**src/b64e_pkg.sv**
```systemverilog
package b64e_pkg;

   localparam int B64E_QUEUE_DEPTH = 2;

   localparam logic [7:0] B64E_PAD_CHAR = 8'h3D;

   localparam logic [0:63][7:0] B64E_ALPHABET =
      "ABCDEFGHIJKLMNOPQRSTUVWXYZabcdefghijklmnopqrstuvwxyz0123456789+/";

   typedef enum logic [1:0] {
      PHASE_0 = 2'd0,
      PHASE_1 = 2'd1,
      PHASE_2 = 2'd2
   } b64e_phase_type;

   // One accepted byte turns into up to four characters; last_idx is the
   // index of the final character in the set.
   typedef struct packed {
      logic [3:0][7:0] chars;
      logic [1:0]      last_idx;
      logic            eom;
   } b64e_job_type;

   typedef struct packed {
      logic         valid;
      b64e_job_type job;
   } b64e_q_out_type;

   function automatic logic [7:0] b64e_sym_char(input logic [5:0] sym);
      return B64E_ALPHABET[sym];
   endfunction

endpackage

```
**src/b64e_front.sv**
```systemverilog
module b64e_front (
   input  logic                  clock,
   input  logic                  reset,
   input  logic                  req_valid,
   input  logic [7:0]            req_data_byte,
   input  logic                  req_end_of_message,
   input  logic                  queue_full,
   output logic                  req_stall,
   output logic                  push,
   output b64e_pkg::b64e_job_type push_job
);
   import b64e_pkg::*;

   b64e_phase_type phase_ff, phase_in;
   logic [3:0]     carry_ff, carry_in;
   logic           accept;

   assign req_stall = queue_full;
   assign accept    = req_valid && !queue_full;
   assign push      = accept;

   always_comb begin
      push_job.chars    = {4{B64E_PAD_CHAR}};
      push_job.last_idx = 2'd0;
      push_job.eom      = req_end_of_message;
      phase_in          = phase_ff;
      carry_in          = carry_ff;
      unique case (phase_ff)
         PHASE_1: begin
            push_job.chars[0] = b64e_sym_char({carry_ff[1:0], req_data_byte[7:4]});
            if (req_end_of_message) begin
               push_job.chars[1] = b64e_sym_char({req_data_byte[3:0], 2'b00});
               push_job.last_idx = 2'd2;
            end
            phase_in = PHASE_2;
            carry_in = req_data_byte[3:0];
         end
         PHASE_2: begin
            push_job.chars[0] = b64e_sym_char({carry_ff, req_data_byte[7:6]});
            push_job.chars[1] = b64e_sym_char(req_data_byte[5:0]);
            push_job.last_idx = 2'd1;
            phase_in          = PHASE_0;
            carry_in          = 4'd0;
         end
         default: begin
            // The unused phase code behaves like the start of a group.
            push_job.chars[0] = b64e_sym_char(req_data_byte[7:2]);
            if (req_end_of_message) begin
               push_job.chars[1] = b64e_sym_char({req_data_byte[1:0], 4'b0000});
               push_job.last_idx = 2'd3;
            end
            phase_in = PHASE_1;
            carry_in = {2'b00, req_data_byte[1:0]};
         end
      endcase
      if (req_end_of_message) begin
         phase_in = PHASE_0;
         carry_in = 4'd0;
      end
   end

   always_ff @(posedge clock) begin
      if (reset) begin
         phase_ff <= PHASE_0;
         carry_ff <= 4'd0;
      end else if (accept) begin
         phase_ff <= phase_in;
         carry_ff <= carry_in;
      end
   end

endmodule

```
**src/b64e_queue.sv**
```systemverilog
module b64e_queue #(
   parameter int DEPTH = b64e_pkg::B64E_QUEUE_DEPTH
) (
   input  logic                    clock,
   input  logic                    reset,
   input  logic                    push,
   input  b64e_pkg::b64e_job_type  push_job,
   input  logic                    pop,
   output logic                    full,
   output b64e_pkg::b64e_q_out_type head
);
   import b64e_pkg::*;

   localparam int PTR_W = (DEPTH > 1) ? $clog2(DEPTH) : 1;
   localparam int CNT_W = $clog2(DEPTH + 1);
   localparam logic [PTR_W-1:0] LAST_PTR = PTR_W'(DEPTH - 1);
   localparam logic [CNT_W-1:0] FULL_CNT = CNT_W'(DEPTH);

   b64e_job_type     slots_ff [DEPTH];
   logic [PTR_W-1:0] wr_ptr_ff, wr_ptr_in;
   logic [PTR_W-1:0] rd_ptr_ff, rd_ptr_in;
   logic [CNT_W-1:0] count_ff, count_in;

   assign full       = (count_ff == FULL_CNT);
   assign head.valid = (count_ff != '0);
   assign head.job   = slots_ff[rd_ptr_ff];

   always_comb begin
      wr_ptr_in = wr_ptr_ff;
      rd_ptr_in = rd_ptr_ff;
      count_in  = count_ff;
      if (push) begin
         wr_ptr_in = (wr_ptr_ff == LAST_PTR) ? '0 : wr_ptr_ff + 1'b1;
      end
      if (pop) begin
         rd_ptr_in = (rd_ptr_ff == LAST_PTR) ? '0 : rd_ptr_ff + 1'b1;
      end
      if (push && !pop) begin
         count_in = count_ff + 1'b1;
      end else if (pop && !push) begin
         count_in = count_ff - 1'b1;
      end
   end

   always_ff @(posedge clock) begin
      if (reset) begin
         wr_ptr_ff <= '0;
         rd_ptr_ff <= '0;
         count_ff  <= '0;
      end else begin
         wr_ptr_ff <= wr_ptr_in;
         rd_ptr_ff <= rd_ptr_in;
         count_ff  <= count_in;
      end
   end

   always_ff @(posedge clock) begin
      if (push) begin
         slots_ff[wr_ptr_ff] <= push_job;
      end
   end

endmodule

```
**src/b64e_back.sv**
```systemverilog
module b64e_back (
   input  logic                     clock,
   input  logic                     reset,
   input  b64e_pkg::b64e_q_out_type head,
   output logic                     pop,
   output logic                     rsp_valid,
   input  logic                     rsp_stall,
   output logic [7:0]               rsp_out_char,
   output logic                     rsp_last_char
);
   import b64e_pkg::*;

   logic [1:0] idx_ff, idx_in;
   logic       valid_ff, valid_in;
   logic [7:0] char_ff;
   logic       last_ff;
   logic       load;
   logic       final_of_job;

   assign load         = head.valid && (!valid_ff || !rsp_stall);
   assign final_of_job = (idx_ff == head.job.last_idx);
   assign pop          = load && final_of_job;

   always_comb begin
      idx_in   = idx_ff;
      valid_in = valid_ff;
      if (load) begin
         valid_in = 1'b1;
         idx_in   = final_of_job ? 2'd0 : idx_ff + 2'd1;
      end else if (!rsp_stall) begin
         valid_in = 1'b0;
      end
   end

   always_ff @(posedge clock) begin
      if (reset) begin
         idx_ff   <= 2'd0;
         valid_ff <= 1'b0;
      end else begin
         idx_ff   <= idx_in;
         valid_ff <= valid_in;
      end
   end

   always_ff @(posedge clock) begin
      if (load) begin
         char_ff <= head.job.chars[idx_ff];
         last_ff <= head.job.eom && final_of_job;
      end
   end

   assign rsp_valid     = valid_ff;
   assign rsp_out_char  = char_ff;
   assign rsp_last_char = last_ff;

endmodule

```
**src/base64_stream_encoder.sv**
```systemverilog
// A character passes through the job queue, then the output register, to the rsp side.
// Throughput: one character per cycle at the registered output unless stalled; a byte
// gives one or two characters (three or four if it ends a partial group), four per group.
// The output register and the job queue, two entries by default, set that rate.
// Reset is synchronous and clears group phase, carry bits, queue and output valid.
module base64_stream_encoder #(
   parameter int QUEUE_DEPTH = b64e_pkg::B64E_QUEUE_DEPTH
) (
   input  logic       clock,
   input  logic       reset,
   input  logic       req_valid,
   output logic       req_stall,
   input  logic [7:0] req_data_byte,
   input  logic       req_end_of_message,
   output logic       rsp_valid,
   input  logic       rsp_stall,
   output logic [7:0] rsp_out_char,
   output logic       rsp_last_char
);
   import b64e_pkg::*;

   logic           push;
   logic           pop;
   logic           queue_full;
   b64e_job_type   push_job;
   b64e_q_out_type head;

   b64e_front u_front (
      .clock              (clock),
      .reset              (reset),
      .req_valid          (req_valid),
      .req_data_byte      (req_data_byte),
      .req_end_of_message (req_end_of_message),
      .queue_full         (queue_full),
      .req_stall          (req_stall),
      .push               (push),
      .push_job           (push_job)
   );

   b64e_queue #(
      .DEPTH (QUEUE_DEPTH)
   ) u_queue (
      .clock    (clock),
      .reset    (reset),
      .push     (push),
      .push_job (push_job),
      .pop      (pop),
      .full     (queue_full),
      .head     (head)
   );

   b64e_back u_back (
      .clock         (clock),
      .reset         (reset),
      .head          (head),
      .pop           (pop),
      .rsp_valid     (rsp_valid),
      .rsp_stall     (rsp_stall),
      .rsp_out_char  (rsp_out_char),
      .rsp_last_char (rsp_last_char)
   );

endmodule

```
**config.mk**
```make
export PLATFORM = sky130hd
export DESIGN_NAME = base64_stream_encoder
export DESIGN_NICKNAME = d
export VERILOG_FILES = /design/src/b64e_pkg.sv /design/src/b64e_front.sv /design/src/b64e_queue.sv /design/src/b64e_back.sv /design/src/base64_stream_encoder.sv
export SDC_FILE = /design/constraint.sdc
export NUM_CORES = 1
export LEC_CHECK = 0
export ABC_AREA = 1
export BUFFER_PORTS_ARGS = -buffer_cell sky130_fd_sc_hd__buf_2
export CAP_MARGIN = 20
export CELL_PAD_IN_SITES_DETAIL_PLACEMENT = 1
export CELL_PAD_IN_SITES_GLOBAL_PLACEMENT = 1
export CORE_MARGIN = 2
export CORE_UTILIZATION = 49
export DETAILED_ROUTE_END_ITERATION = 12
export GPL_TIMING_DRIVEN = 1
export PLACE_DENSITY = 0.93
export SYNTH_ARGS = -nofsm -noshare
export SYNTH_HDL_FRONTEND = slang
export SYNTH_SLANG_ARGS = --single-unit
```
**constraint.sdc**
```tcl
create_clock -name clock -period 5.4 [get_ports clock]
set_clock_uncertainty 0.15 [all_clocks]
set_input_delay 1.08 -clock clock [delete_from_list [all_inputs] [get_ports clock]]
set_output_delay 1.08 -clock clock [all_outputs]
set_load 0.01 [all_outputs]
```
**Yosys cells after proc, flatten, opt, wreduce, memory -nomap -nowiden**

Memory sizes are Yosys's and may differ from the RTL's. A register that Yosys moved wholly into a read port is not among the register bits.
Cells that the tools add are included.

- Output and inout bits: 11
- RAM bits: 38
- Flip-flop bits (word level): 22
- Input port bits: 13
- Memories kept: 7
- Memory bits (read-only): 3072

Memory list:

| memory | depth | width | read ports | clocked after Yosys merged registers in | wr ports | line | text |
|---|---|---|---|---|---|---|---|
| (name not given) | 64 | 8 | 1 | 0 | 0 | b64e_pkg.sv:30 | `return B64E_ALPHABET[sym];` |
| (name not given) | 64 | 8 | 1 | 0 | 0 | b64e_pkg.sv:30 |  |
| (name not given) | 64 | 8 | 1 | 0 | 0 | b64e_pkg.sv:30 |  |
| (name not given) | 64 | 8 | 1 | 0 | 0 | b64e_pkg.sv:30 |  |
| (name not given) | 64 | 8 | 1 | 0 | 0 | b64e_pkg.sv:30 |  |
| (name not given) | 64 | 8 | 1 | 0 | 0 | b64e_pkg.sv:30 |  |
| +1 memories | - | - | - | - | - | - |  |

- Equality and inequality tests: 5
- Bitwise logic cells: 6
- Magnitude comparators: 7
- Reductions and logical operators: 14
- Muxes and demuxes: 34
- Add/subtract/negate cells: 5

Operator list:

| cell | count |
|---|---|
| 8-bit two-way mux | 15 |
| 7-bit >= comparator, second input constant | 6 |
| 6-bit NOT with 7-bit output | 6 |
| 18-bit one-hot mux with 2 select lines | 1 |
| 8-bit binary-select mux with 2-bit select | 1 |
| 2-bit two-way mux | 6 |
| 1-bit two-way mux | 8 |
| 4-bit one-hot mux with 2 select lines | 1 |
| 1-bit logical AND | 6 |
| 1-bit logical NOT | 5 |
| 2-bit by 1-bit adder with 2-bit output, second input constant | 2 |
| 2-bit == test, second input constant | 2 |
| 4-bit two-way mux | 1 |
| 2-bit one-hot mux with 2 select lines | 1 |
| 2-bit nonzero test | 2 |
| 2-bit by 3-bit less-than comparator with 1-bit output, second input constant | 1 |
| 1-bit adder, second input constant | 2 |
| 2-bit by 1-bit == test with 1-bit output, second input constant | 1 |
| 2-bit == test | 1 |
| 2-bit by 1-bit != test with 1-bit output, second input constant | 1 |
| 2-bit by 1-bit subtractor with 2-bit output, second input constant | 1 |
| 1-bit logical OR | 1 |

**Longest topological paths before layout**

- Depth after elaboration: 7
- Mapped depth: 14
- Depth with buffers taken out: 12

**Modules after synthesis**

A second synthesis with hierarchy kept.

- Cell total of the unflattened synthesis: 595
- Area total of the unflattened synthesis: 5728.0 um^2

By module, submodules not included:

| module | area each (um^2) | cells each | seq. area each (um^2) | instances |
|---|---|---|---|---|
| b64e_queue | 2906.5 | 142 | 2202.1 | 1 |
| b64e_front | 2064.5 | 367 | 120.1 | 1 |
| b64e_back | 757.0 | 86 | 330.3 | 1 |

**Worst setup path after synthesis**

No wires, ideal clock.

- Kind: input to register
- From: input req_valid
- To: memory u_queue.slots_ff[1][0] in the netlist's numbering (enable)
- Data required time: 4858 ps
- Arrival time: 2089 ps
- Setup time: 392 ps
- Slack: 2769 ps
- Cell stages on the path: 3
- Cell sequence: o21ai_2 -> buf_2 -> nor2_1

- Word-level cells in the longest chain between the ends: 3

Ends and longest elaborated chain:

| what | line | text |
|---|---|---|
| start, declared | base64_stream_encoder.sv:11 | `input logic req_valid,` |
| 1-bit logical AND | b64e_front.sv:19 | `assign accept = req_valid && !queue_full;` |
| 1-bit two-way mux | b64e_queue.sv:58 | `if (push) begin` |
| 1-bit two-way mux (not written as such) | b64e_queue.sv:59 | `slots_ff[wr_ptr_ff] <= push_job;` |
| end, declared | b64e_queue.sv:19 | `b64e_job_type slots_ff [DEPTH];` |

No other way between the ends.

==> results.py <==
metrics = {
    "floorplanning": {
        "dieHeight_um": 92.4,
        "coreArea_um2": 7650,
        "num_io_pins": 24,
        "fp-row-count": 32,
        "start_util_pct": 50.1,
        "die-area_um2": 8540,
        "die_x_um": 92.4,
    },
    "clock_network": {
        "tritoncts": "yes",
        "post_cts_resized": 0,
        "cts_buffers": 5,
        "root_buffer": "clkbuf_8",
        "clockBufferDepth": 2,
        "holdBufCountCts": 0,
        "clock_latency_ns": 0.31,
        "cts_setup_buffers": 0,
        "cts_sinks": 56,
        "h-tree-depth": 2,
        "path_clk_slew_ns": 0.09,
    },
    "sta": {
        "finalHoldViolCount": 0,
        "finalSetupTns_ns": 0,
        "min_period_over_period_pct": 53.7,
        "setup_violations": 0,
        "slew_viol_final": 0,
        "max_slew_margin_pct": 37.4,
        "max_freq_ghz": 0.345,
        "period_minus_slack_ns": 2.90,
        "holdWs_ns": 0.359,
        "rsz0062_at_grt": "false",
        "worstMarginPinSlew_ns": 0.938,
    },
    "synth": {
        "synth_fp_nets": 543,
        "synth_area_leaders": "edfxtp_1 (33%), nand2_1 (12%), ha_1 (8.5%)",
        "synth_largest_area_cell": "edfxtp_1",
        "postSynth.asyncResetShare_pct": 0,
        "synth-seq-area-share_pct": 40.2,
        "syn_area_per_cell_um2": 7.60,
        "synth_ff_type": "edfxtp_1",
        "postSynthCellCount": 504,
        "ys_seq_elements": 56,
        "synth_most_common_cell": "nand2_1",
        "synth.top_cells.by_count": "nand2_1 (120), nor2_1 (52), nand3_1 (48)",
        "synth_top_area_share_pct": 32.9,
        "synth_area_um2": 3830,
        "synth.distinct_cells": 35,
        "synth_edf_count": 42,
        "yosysWarnings": 0,
    },
    "setup_path": {
        "crit_type": "in2reg",
        "r2r-end": "u_queue.count_ff[1]",
        "arrival_ns": 2.90,
        "worst_r2r_path_depth": 10,
        "path_max_fanout": 13,
        "ff2ff_setup_slack_ns": 2.51,
        "slowest_stage": "ha_1",
        "critPathLaunchType": "primary input",
        "end_kind": "flip-flop",
        "crit_chain": "buf_2 -> clkinv_1 -> ha_1 -> ha_1 -> a21oi_1 -> o21ai_0 -> o21ai_0 -> nand3_1 -> nand3_1",
        "crit_path_max_incr_delay_ns": 0.35,
        "crit_required_ns": 5.40,
    },
    "power": {
        "cellLeakagePower_nw": 1.75,
        "pwr_density_cell_nw_per_um2": 386,
        "max-vdd-ir-drop_uv": 140,
    },
    "finish": {
        "drive_above_1_share_pct": 8.41,
        "final_cells": 613,
        "syn_to_final_growth_pct": 5.39,
        "design_area_um2": 4040,
        "fin_util_pct": 52.8,
        "num-nets-final": 549,
        "diodes": 0,
    },
    "place": {
        "routabilityCongestion": 0.934,
        "place_hpwl_um": 8490,
        "dp_cells": 605,
        "port-buffer-count": 22,
        "place_area_um2": 3950,
    },
    "global_routing": {
        "top_usage_layer": "met2",
        "met1_usage_pct": 36.6,
        "grt_use_total_pct": 27.8,
        "grt_pass1_wl_um": 18800,
        "grt_util_met2_pct": 48.5,
        "grt_max_degree": 21,
        "antenna_found_initial": 0,
        "grt_pass1_vias": 3728,
        "grt-ovfl-total": 0,
        "use_met3_pct": 2.69,
    },
    "drt": {
        "drtAntennaViolNets": 0,
        "wl_um": 11300,
        "via_per_inst": 5.84,
        "drtIter0Drc": 322,
        "drc": 0,
        "first_pass_iters": 4,
        "num_vias": 3580,
        "routedWlPerCell_um": 18.4,
    },
    "min_path": {
        "worstHoldStart": "u_back.rsp_valid",
        "hold_depth": 2,
        "holdPathEnd": "u_back.rsp_valid",
        "hold_class": "reg2reg",
    },
    "run": {
        "drv_cap": 0,
    },
    "outcome": {
        "status": "finished clean",
    },
}
flip-flops by register name (all words and copies together) (netlist names), named ones only:
name	count
u_back.rsp_valid	1
u_back.rsp_last_char	1
u_queue.wr_ptr_ff	1
u_queue.rd_ptr_ff	1
u_front.carry_ff	4
u_back.rsp_out_char	7
u_back.idx_ff	2
u_front.phase_ff	2
u_queue.slots_ff	34
u_queue.count_ff	2
critical path, delay by kind of cell:
| family | cells | cell delay, ns |
|---|---|---|
| AO/OA/AOI/OAI | 3 | 0.37 |
| buffers and inverters | 2 | 0.54 |
| AND/OR/NAND/NOR | 2 | 0.34 |
| adder cells (fa/ha/maj) | 2 | 0.57 |
where the power goes:
| part | switching, mW | leakage (nW) | total, mW | internal [mW] |
|---|---|---|---|---|
| Clock | 0.124 | 0.0455 | 0.229 | 0.105 |
| Sequential | 0.0835 | 0.511 | 0.712 | 0.628 |
| Combinational | 0.429 | 1.20 | 0.618 | 0.189 |
how the worst max path moves through the flow:
| stage | slack, ns | from | to |
|---|---|---|---|
| floorplan | 2.77 | req_valid | u_queue.slots_ff[1][0] |
| CTS | 2.52 | flip-flop | u_queue.count_ff[1] |
| detailed placement | 2.27 | req_data_byte[3] | u_queue.slots_ff[0][7] |
| global route | 2.35 | flip-flop | u_queue.count_ff[1] |
| global placement | 2.32 | req_data_byte[3] | u_queue.slots_ff[0][7] |
| finish | 2.50 | req_data_byte[3] | u_queue.slots_ff[0][7] |
per-layer routing:
metal	share of wire (%)	vias to the layer above
li1	-	1721
met1	44	1720
met2	50	126
met3	4.8	13
met4	1.4	0
met5	0	-
area by class of cell:
type / instances / area [µm²]
clock buffer: 8 / 90.1
fill: 982 / 3610
inverter: 50 / 193
multi-input combinational: 374 / 1970
sequential: 56 / 1540
tap: 102 / 128
timing repair buffer: 23 / 118
cells by family (layout without fill, tap and decap cells):
family | Yosys count | after routing | share of synthesized area (%)
other cells | 1 | 1 | 0.0979
fa+ha+maj | 26 | 26 | 8.49
compound gates | 109 | 109 | 16.4
buf+inv | 74 | 81 | 8.46
xor+xnor | 2 | 2 | 0.654
simple gates | 236 | 236 | 25.7
flops | 56 | 56 | 40.2
metrics by stage:
step           total power [mW]  worst slack (ns)
2_1_floorplan              1.13              2.77
3_3_place_gp               1.28              2.32
3_5_place_dp               1.33              2.27
4_1_cts                    1.56              2.52
5_1_grt                    1.66              2.35
6_report                   1.56              2.50
layout by cell type, fill, tap and decap left out, types with 6 or more instances in the layout:
cell / n
nand2_1: 120
nor2_1: 51
nand3_1: 48
o21ai_0: 44
inv_1: 42
edfxtp_1: 42
a21oi_1: 29
ha_1: 26
buf_2: 22
dfxtp_1: 14
o211ai_1: 13
inv_2: 6
nand4_1: 6
clkbuf_8: 6
Note: power is estimated with default switching activity, not from simulation.
